**src/design/keyed_stack_with_remove_macros.svh**
```systemverilog
// Assertion macros for the keyed stack top level.
`ifndef KEYED_STACK_WITH_REMOVE_MACROS_SVH
`define KEYED_STACK_WITH_REMOVE_MACROS_SVH

// Same-cycle implication, disabled while reset is asserted.
`define KSR_ASSERT_IMP(label, clk, rstn, ante, cons) \
    label: assert property (@(posedge clk) disable iff (!(rstn)) (ante) |-> (cons)) \
        else $error("keyed stack check failed");

// Next-cycle implication, disabled while reset is asserted.
`define KSR_ASSERT_NXT(label, clk, rstn, ante, cons) \
    label: assert property (@(posedge clk) disable iff (!(rstn)) (ante) |=> (cons)) \
        else $error("keyed stack check failed");

`endif

```
**src/design/ksr_pkg.sv**
```systemverilog
// Shared types and codes for the keyed stack.
package ksr_pkg;

    localparam int IN_DATA_W  = 88;
    localparam int OUT_DATA_W = 88;
    localparam int KEY_PORT_W = 16;
    localparam int TAG_PORT_W = 64;

    typedef enum logic [1:0] {
        CMD_PUSH   = 2'd0,
        CMD_REMOVE = 2'd1,
        CMD_LIST   = 2'd2,
        CMD_CLEAR  = 2'd3
    } ksr_cmd_t;

    typedef enum logic [2:0] {
        ST_OK      = 3'd0,
        ST_DUP     = 3'd1,
        ST_MISSING = 3'd2,
        ST_EMPTY   = 3'd3,
        ST_FULL    = 3'd4,
        ST_LISTED  = 3'd5
    } ksr_status_t;

    typedef enum logic {
        S_IDLE = 1'b0,
        S_LIST = 1'b1
    } ksr_state_t;

    typedef struct packed {
        logic occupied;
        logic load;
        logic remove;
    } ksr_cell_ctrl_t;

endpackage

```
**src/design/ksr_cell.sv**
```systemverilog
// One stack slot: holds a key and tag, matches the key, shifts down on remove.
module ksr_cell
    import ksr_pkg::*;
#(
    parameter int KEY_BITS = 16,
    parameter int TAG_BITS = 64
) (
    input  logic                aclk,
    input  ksr_cell_ctrl_t      ctrl,
    input  logic [KEY_BITS-1:0] in_key,
    input  logic [TAG_BITS-1:0] in_tag,
    input  logic [KEY_BITS-1:0] nbr_key,
    input  logic [TAG_BITS-1:0] nbr_tag,
    input  logic                seen_in,
    output logic [KEY_BITS-1:0] key_out,
    output logic [TAG_BITS-1:0] tag_out,
    output logic                hit,
    output logic                seen_out
);

    logic [KEY_BITS-1:0] key_reg, key_next;
    logic [TAG_BITS-1:0] tag_reg, tag_next;

    assign hit      = ctrl.occupied && (key_reg == in_key);
    assign seen_out = seen_in | hit;
    assign key_out  = key_reg;
    assign tag_out  = tag_reg;

    always_comb begin
        key_next = key_reg;
        tag_next = tag_reg;
        if (ctrl.load) begin
            key_next = in_key;
            tag_next = in_tag;
        end else if (ctrl.remove && seen_out) begin
            key_next = nbr_key;
            tag_next = nbr_tag;
        end
    end

    always_ff @(posedge aclk) begin
        key_reg <= key_next;
        tag_reg <= tag_next;
    end

endmodule

```
**src/design/keyed_stack_with_remove.sv**
```systemverilog
// Keyed stack with remove-by-key: top level with control and result register.
//
// Input channel s_*: one command per transaction (push, remove by key, list, clear).
// Result channel m_*: status transactions; m_tlast marks the final result of a command.
// Push and remove are matched against all occupied slots at once; push, remove and clear
// give one registered result in the cycle after acceptance. A list of N entries first
// enters the list state and then emits one entry per cycle while the receiver does not
// stall, top of stack first; the index register into the slot row sets that pace.
// A list of an empty stack gives a single empty status with m_tlast set.
// Commands are taken one at a time: s_tready is low while a list is being emitted
// and while a result waits in the output register with m_tready low.
// When the receiver stalls, the result register holds its transaction and no new
// command is taken. Reset empties the stack and drops any pending result; slot
// contents are not cleared and need no clearing pass.
module keyed_stack_with_remove
    import ksr_pkg::*;
#(
    parameter int DEPTH    = 32,
    parameter int KEY_BITS = 16,
    parameter int TAG_BITS = 64
) (
    input  logic                  aclk,
    input  logic                  aresetn,
    input  logic                  s_tvalid,
    output logic                  s_tready,
    input  logic [IN_DATA_W-1:0]  s_tdata,   // command[1:0], item_key[17:2], item_tag[81:18]
    output logic                  m_tvalid,
    input  logic                  m_tready,
    output logic [OUT_DATA_W-1:0] m_tdata,   // status[2:0], out_key[18:3], out_tag[82:19]
    output logic                  m_tlast
);

    localparam int CNT_W = $clog2(DEPTH + 1);
    localparam int IDX_W = (DEPTH > 1) ? $clog2(DEPTH) : 1;

    ksr_cmd_t            cmd;
    logic [KEY_BITS-1:0] in_key;
    logic [TAG_BITS-1:0] in_tag;

    ksr_state_t          state_reg, state_next;
    logic [CNT_W-1:0]    count_reg, count_next;
    logic [IDX_W-1:0]    cursor_reg, cursor_next;
    logic                m_valid_reg, m_valid_next;
    ksr_status_t         m_status_reg, m_status_next;
    logic [KEY_BITS-1:0] m_key_reg, m_key_next;
    logic [TAG_BITS-1:0] m_tag_reg, m_tag_next;
    logic                m_last_reg, m_last_next;

    logic                s_acc, out_free, any_hit, full, push_go, remove_go, res_load;

    ksr_cell_ctrl_t      ctrl     [DEPTH];
    logic [KEY_BITS-1:0] cell_key [DEPTH];
    logic [TAG_BITS-1:0] cell_tag [DEPTH];
    logic [DEPTH-1:0]    hit;
    logic [DEPTH-1:0]    seen;

    assign cmd    = ksr_cmd_t'(s_tdata[1:0]);
    assign in_key = KEY_BITS'(s_tdata[17:2]);
    assign in_tag = TAG_BITS'(s_tdata[81:18]);

    assign s_acc     = s_tvalid && s_tready;
    assign out_free  = !m_valid_reg || m_tready;
    assign any_hit   = |hit;
    assign full      = (count_reg == CNT_W'(DEPTH));
    assign push_go   = s_acc && (cmd == CMD_PUSH) && !any_hit && !full;
    assign remove_go = s_acc && (cmd == CMD_REMOVE) && any_hit;

    for (genvar i = 0; i < DEPTH; i++) begin : g_cell
        logic [KEY_BITS-1:0] nbr_key;
        logic [TAG_BITS-1:0] nbr_tag;
        logic                seen_in;

        if (i == DEPTH - 1) begin : g_top
            assign nbr_key = cell_key[i];
            assign nbr_tag = cell_tag[i];
        end else begin : g_mid
            assign nbr_key = cell_key[i+1];
            assign nbr_tag = cell_tag[i+1];
        end

        if (i == 0) begin : g_bot
            assign seen_in = 1'b0;
        end else begin : g_up
            assign seen_in = seen[i-1];
        end

        assign ctrl[i].occupied = (CNT_W'(i) < count_reg);
        assign ctrl[i].load     = push_go && (count_reg == CNT_W'(i));
        assign ctrl[i].remove   = remove_go;

        ksr_cell #(
            .KEY_BITS (KEY_BITS),
            .TAG_BITS (TAG_BITS)
        ) u_cell (
            .aclk     (aclk),
            .ctrl     (ctrl[i]),
            .in_key   (in_key),
            .in_tag   (in_tag),
            .nbr_key  (nbr_key),
            .nbr_tag  (nbr_tag),
            .seen_in  (seen_in),
            .key_out  (cell_key[i]),
            .tag_out  (cell_tag[i]),
            .hit      (hit[i]),
            .seen_out (seen[i])
        );
    end

    // next state
    always_comb begin
        state_next = state_reg;
        case (state_reg)
            S_IDLE: begin
                if (s_acc && (cmd == CMD_LIST) && (count_reg != '0)) begin
                    state_next = S_LIST;
                end
            end
            S_LIST: begin
                if (out_free && (cursor_reg == '0)) begin
                    state_next = S_IDLE;
                end
            end
            default: state_next = S_IDLE;
        endcase
    end

    // outputs and datapath control
    always_comb begin
        s_tready      = 1'b0;
        res_load      = 1'b0;
        m_status_next = m_status_reg;
        m_key_next    = m_key_reg;
        m_tag_next    = m_tag_reg;
        m_last_next   = m_last_reg;
        count_next    = count_reg;
        cursor_next   = cursor_reg;
        case (state_reg)
            S_IDLE: begin
                s_tready = out_free;
                if (s_acc) begin
                    res_load      = 1'b1;
                    m_key_next    = '0;
                    m_tag_next    = '0;
                    m_last_next   = 1'b1;
                    m_status_next = ST_OK;
                    case (cmd)
                        CMD_PUSH: begin
                            if (any_hit) begin
                                m_status_next = ST_DUP;
                            end else if (full) begin
                                m_status_next = ST_FULL;
                            end else begin
                                count_next = count_reg + 1'b1;
                            end
                        end
                        CMD_REMOVE: begin
                            if (any_hit) begin
                                count_next = count_reg - 1'b1;
                            end else begin
                                m_status_next = ST_MISSING;
                            end
                        end
                        CMD_LIST: begin
                            if (count_reg == '0) begin
                                m_status_next = ST_EMPTY;
                            end else begin
                                res_load    = 1'b0;
                                cursor_next = IDX_W'(count_reg - 1'b1);
                            end
                        end
                        CMD_CLEAR: begin
                            count_next = '0;
                        end
                        default: ;
                    endcase
                end
            end
            S_LIST: begin
                if (out_free) begin
                    res_load      = 1'b1;
                    m_status_next = ST_LISTED;
                    m_key_next    = cell_key[cursor_reg];
                    m_tag_next    = cell_tag[cursor_reg];
                    m_last_next   = (cursor_reg == '0);
                    cursor_next   = cursor_reg - 1'b1;
                end
            end
            default: ;
        endcase
        m_valid_next = res_load ? 1'b1 : (m_valid_reg && !m_tready);
    end

    always_ff @(posedge aclk) begin
        if (!aresetn) begin
            state_reg   <= S_IDLE;
            count_reg   <= '0;
            cursor_reg  <= '0;
            m_valid_reg <= 1'b0;
        end else begin
            state_reg   <= state_next;
            count_reg   <= count_next;
            cursor_reg  <= cursor_next;
            m_valid_reg <= m_valid_next;
        end
    end

    always_ff @(posedge aclk) begin
        if (res_load) begin
            m_status_reg <= m_status_next;
            m_key_reg    <= m_key_next;
            m_tag_reg    <= m_tag_next;
            m_last_reg   <= m_last_next;
        end
    end

    assign m_tvalid = m_valid_reg;
    assign m_tlast  = m_last_reg;
    assign m_tdata  = {5'b0, TAG_PORT_W'(m_tag_reg), KEY_PORT_W'(m_key_reg), m_status_reg};

`include "keyed_stack_with_remove_macros.svh"

    `KSR_ASSERT_IMP(a_count_bound, aclk, aresetn, 1'b1, count_reg <= CNT_W'(DEPTH))
    `KSR_ASSERT_IMP(a_unique_hit, aclk, aresetn, 1'b1, $onehot0(hit))
    `KSR_ASSERT_NXT(a_push_grows, aclk, aresetn, push_go, count_reg == $past(count_reg) + 1'b1)
    `KSR_ASSERT_IMP(a_list_cursor, aclk, aresetn, state_reg == S_LIST, CNT_W'(cursor_reg) < count_reg)

endmodule

```
**config.mk**
```make
export PLATFORM = sky130hd
export DESIGN_NAME = keyed_stack_with_remove
export DESIGN_NICKNAME = d
export VERILOG_FILES = /design/src/design/ksr_pkg.sv /design/src/design/ksr_cell.sv /design/src/design/keyed_stack_with_remove.sv
export VERILOG_INCLUDE_DIRS = /design/src /design/src/design
export SDC_FILE = /design/constraint.sdc
export NUM_CORES = 2
export LEC_CHECK = 0
export BUFFER_PORTS_ARGS = -buffer_cell sky130_fd_sc_hd__buf_2
export CAP_MARGIN = 0
export CORE_MARGIN = 2
export CORE_UTILIZATION = 58
export CTS_CLUSTER_SIZE = 24
export DETAILED_ROUTE_END_ITERATION = 16
export PLACE_DENSITY_LB_ADDON = 0.05
export SETUP_SLACK_MARGIN = 0.2
export SLEW_MARGIN = 30
export SYNTH_ARGS = -nofsm -noshare
export SYNTH_HDL_FRONTEND = slang
export SYNTH_SLANG_ARGS = --single-unit
```
**constraint.sdc**
```tcl
create_clock -name aclk -period 17.1 [get_ports aclk]
set_clock_uncertainty 0.05 [all_clocks]
set_input_delay 5.13 -clock aclk [delete_from_list [all_inputs] [get_ports aclk]]
set_output_delay 5.13 -clock aclk [all_outputs]
set_load 0.03 [all_outputs]
```
## Yosys cells after proc, flatten, opt, wreduce, memory -nomap -nowiden

Index checks and enable logic that the tools add are counted.

- Register bits after elaboration: 2657
- Latch bits: 0
- Memory bits (writable): 0
- Bits in read-only memories: 0
- Word-level logic and storage cells: 530
- Memories kept: 0

- Add/sub/neg operators: 3
- $mul: 0
- Divide/modulo/power cells: 0
- Order comparisons: 33
- Equal/unequal tests: 74
- Shift operators: 0
- Mux-type cells: 166
- Bitwise logic cells: 32
- Reduce and logical (&&, ||, !) cells: 150

Operators by type and width:

| cell | count |
|---|---|
| $mux 64 | 66 |
| $mux 16 | 66 |
| $eq 16x16->1 | 32 |
| $bmux 64 s5 | 1 |
| $pmux 64 s2 | 1 |
| $logic_and 1x1->1 | 105 |
| $eq 6x5->1 const B | 16 |
| $lt 5x6->1 const A | 16 |
| $bmux 16 s5 | 1 |
| $reduce_bool 2->1 | 31 |
| $eq 6x4->1 const B | 8 |
| $lt 4x6->1 const A | 8 |
| $pmux 16 s2 | 1 |
| $reduce_or 32->1 | 1 |
| $or 1x1->1 | 30 |
| $eq 6x3->1 const B | 4 |
| $lt 3x6->1 const A | 4 |
| $mux 5 | 4 |
| $mux 6 | 3 |
| $pmux 6 s3 | 1 |
| $eq 6x2->1 const B | 2 |
| $lt 1x6->1 const A | 2 |
| $lt 2x6->1 const A | 2 |
| $mux 3 | 4 |
| other kinds (28) | 49 |

## Longest topological paths before layout

- Depth after elaboration: 35
- Gate-level depth with buffers: 16
- Mapped depth without buffers: 11

## Modules after synthesis

Synthesis repeated with hierarchy kept, for this count alone.

- Cell total of the unflattened synthesis: 7990
- Area, all modules: 139276.1 um^2

Modules (own cells, without submodules):

| module | instances | cells each | area each (um^2) |
|---|---|---|---|
| ksr_cell | 32 | 205 | 3607.2 |
| keyed_stack_with_remove | 1 | 1430 | 23845.4 |

## Worst setup path before layout

OpenSTA, ideal clock, no wires.

- Path type: input-to-reg
- From: input port s_tdata[14]
- To: register g_cell[5].u_cell.key_reg[0] (enable)
- Arrival time: 12912 ps
- Required time: 16421 ps
- Setup slack: 3509 ps
- Stages: 12
- Path through: buf_4 > xor2_1 > nor4_1 > nand3_1 > or3_1 > and4_1 > and3_1 > buf_2 > and3_1 > a21o_1 > clkbuf_1 > o21ai_0

- Cells in the longest elaborated chain, start to end: 9
- Elaborated cells on any way between the ends: 77

Ends and longest elaborated chain:

| element | line | source |
|---|---|---|
| start, declared | keyed_stack_with_remove.sv:26 | `input logic [IN_DATA_W-1:0] s_tdata,` |
| $eq 16x16->1 | ksr_cell.sv:24 | `assign hit = ctrl.occupied && (key_reg == in_key);` |
| $logic_and 1x1->1 | ksr_cell.sv:24 |  |
| $or 1x1->1 (5 in a row) | ksr_cell.sv:25 | `assign seen_out = seen_in \| hit;` |
| $logic_and 1x1->1 | ksr_cell.sv:35 | `end else if (ctrl.remove && seen_out) begin` |
| $reduce_bool 2->1 (no source line) * | n/a |  |
| end signal, assigned | ksr_cell.sv:42 | `key_reg <= key_next;` |
| end, declared | ksr_cell.sv:21 | `logic [KEY_BITS-1:0] key_reg, key_next;` |

Mark *: on every way between the ends. The rest lies on a longest branch, timed or not.
A chain may end at the register's enable or synchronous reset.

## Worst setup path after layout

- From: input port m_tready
- To: output port s_tready

- Cells in the longest elaborated chain, start to end: 2

Ends and longest elaborated chain:

| element | line | source |
|---|---|---|
| start, declared | keyed_stack_with_remove.sv:28 | `input logic m_tready,` |
| $logic_or 1x1->1 | keyed_stack_with_remove.sv:62 | `assign out_free = !m_valid_reg \|\| m_tready;` |
| $mux 1 | keyed_stack_with_remove.sv:137 | `case (state_reg)` |
| end, declared | keyed_stack_with_remove.sv:25 | `output logic s_tready,` |

Every way passes these cells.

==> impl_metrics.toml <==
[status]
outcome = "finished, final reports clean"

[synth]
ys_seq_area_frac = 0.576
synth_cells = 7894
synth_enable_flop_cells = 2644
synthFlopType = "edfxtp_1"
syn_area_per_cell_um2 = 17.5
synth_most_common_cell = "edfxtp_1"
synth-seq-cells = 2657
synth_top_cell_by_area = "edfxtp_1"
synthDominantCellAreaShare = 0.575
netlist_area_um2 = 138000
synthTopCellsByCount = "2644 x edfxtp_1, 2350 x mux2_2, 800 x mux4_2"
synth_cell_type_count = 71
ys_warn_count = 0
async_flop_share = 0
synth.area.top_cells = "edfxtp_1 57%, mux2_2 19%, mux4_2 13%, xor2_1 1.8%, xnor2_1 1.4%"

[timing]
hold_viol = 0
finalMaxSlewViolations = 0
layout_setup_ws_ns = 5.90
setup_viol = 0
max-slew-margin-rel = 0.274
finalSetupTns_ns = 0
fin_hold_ws_ns = 0.481
fin_crit_ns = 11.20
worst_pin_slew_ns = 1.09
fmax_mhz = 89.3
fin_crit_sh = 0.655
rsz0062_at_grt = "no"

[setup_path]
path_depth = 4
cp.required_ns = 11.92
r2r_cells = 13
reg2reg_slack_ns = 9.72
cpMaxStageDelayCell = "nor2b_1"
rr_startpoint = "count_reg[1]"
arrival_ns = 6.02
crit_start = "m_tready"
crit_path_max_fanout = 5
end_kind = "primary output"
startpoint_type = "input pin"
critPathTopFamily = "simple AND/OR/NAND/NOR gates"
path_buf_inv = 2
crit_top_cell = "buf_2"
crit_chain = "buf_2 > nor2b_1 > nor2_1 > buf_2"
crit_type = "in2out"
cp_slowest_stage_delay_ns = 0.33

[place]
place_ws_ns = 4.94
post_dp_cell_area_um2 = 142000
gp_congestion = 0.881
placed_cells = 10600
dp_hpwl_mm = 235
portBuffers = 171

[detailed_routing]
wire_per_inst_um = 37.1
finalWirelength_mm = 414
num_vias = 78500
dr.pass1.iters = 5
viasPerCell = 7.03
drt_iter0_drc = 9428
drc = 0
ant_nets = 0

[layout]
multi_input_area_um2 = 55400
largest_register_ffs = 2048
synthToLayoutAreaGrowth_pct = 9.03
nFillCells = 16900
layout.cells.non_filler = 11200
drive_above_1_share = 0.507
seqCellArea_um2 = 79700
layout.nets = 7881
fin_area_um2 = 151000

[grt]
track_usage = 0.339
grt_pass1_wl_mm = 589
grt_start_max_net_pins = 111
grt_pass1_vias = 79000
antenna_found_initial = 18
overflow = 0

[die]
die_w_um = 492
placeableCoreArea_um2 = 237000
die_area_um2 = 242000
io-pin-count = 183
die_h_um = 492
start_util = 0.582
rows = 179

[cts]
insertion_delay_ns = 0.96
cts_resized = 0
clock_path_buffers = 4
htree_num_levels = 5
cts.clk_slew.worst_paths_ns = 0.06
cts_buffers = 303
root_buffer = "clkbuf_16"
postCtsSetupBuffers = 0
hold_buffers = 0
clock-sinks = 2657
cts_tree = "built"

[pwr]
vdd_drop_max_v = 0.0000941
pwr-share-seq = 0.507
clkPwrFrac = 0.432
switchingPower_mw = 3.16
swShare = 0.225
combPwrFrac = 0.061
leakagePower_nw = 47.8
internal_power_mw = 10.9
power_per_cell_area_nw_per_um2 = 93.2

[hold_path]
holdPathStages = 1
worstHoldStart = "g_cell[30].u_cell.tag_out[5]"
hp-class = "reg2reg"

[flow_run]
maxCapViolations = 0
[placed cells by master (no fill, tap or decap), types with 16 or more instances in the layout]
cell / instances
edfxtp_1: 2644
xor2_1: 288
buf_6: 21
buf_4: 155
mux2_1: 51
mux2_2: 2350
mux4_2: 800
nor2_1: 129
diode_2: 16
clkbuf_16: 311
nor3_1: 36
a21oi_1: 19
nor4_1: 65
nand2_1: 45
clkbuf_1: 77
o21ai_4: 21
nand4_1: 67
clkinv_2: 36
buf_2: 171
nand3_1: 32
mux2i_1: 87
buf_12: 20
xnor2_1: 228
clkinv_1: 61
mux2_4: 79
[routing by layer]
metal | up-vias | share of wire | global-route usage
met1 | 42300 | 0.40 | 0.473
met4 | 10 | 0.038 | 0.116
met5 | - | 0.00017 | 0
met3 | 761 | 0.085 | 0.0584
met2 | 3890 | 0.48 | 0.545
li1 | 31500 | - | -
[kinds of logic (layout without fill, tap and decap cells)]
group	Yosys count	count (layout)	synth area share
muxes	3367	3367	0.341
and+or+nand+nor	440	440	0.0179
buffers and inverters	802	886	0.0264
adders and majority gates	7	7	0.000634
xor gates and xnor gates	516	516	0.0327
other	1	21	0.0000271
DFF	2657	2657	0.576
AOI/OAI and AO/OA	104	104	0.00500
[per-stage QoR]
| stage | utilization | total power [mW] |
|---|---|---|
| 2_1_floorplan | - | 7.85 |
| 4_1_cts | 0.634 | 14.1 |
| 5_1_grt | 0.635 | 14.4 |
| 6_report | 0.635 | 14.0 |
| 3_5_place_dp | 0.597 | 8.11 |
| 3_3_place_gp | 0.596 | 8.11 |
[path summary, 6_finish.rpt]
| path | endpoint |
|---|---|
| setup / recovery | s_tready |
| hold / removal | g_cell[29].u_cell.tag_out[5] |
| setup reg to reg | g_cell[27].u_cell.tag_out[35] |
| hold reg to reg | g_cell[29].u_cell.tag_out[5] |
[power groups by stage]
stage / combinational [mW] / clock [mW] / sequential [mW]
floorplan: 0.572 / 0 / 7.28
global placement: 0.845 / 0 / 7.26
detailed placement: 0.852 / 0 / 7.26
CTS: 0.856 / 6.14 / 7.12
global route: 0.896 / 6.39 / 7.12
finish: 0.858 / 6.06 / 7.12
[worst register-to-register path, delay by kind of cell, from the launching register on]
kind,cells,cell delay (ns)
AND/OR/NAND/NOR,4,1.45
adder cells (fa/ha/maj),1,0.61
buffers and inverters,5,2.34
flip-flops,1,0.31
AO/OA/AOI/OAI,3,2.27
[cell type report]
type / count / share of cell area
antenna: 16 / 0.000266
clock buffer: 388 / 0.0536
clock inverter: 117 / 0.00512
inverter: 11 / 0.000357
multi-input combinational: 4439 / 0.367
sequential: 2657 / 0.529
tap: 3167 / 0.0263
timing repair buffer: 370 / 0.0182
(Power assumes the default switching activity.)
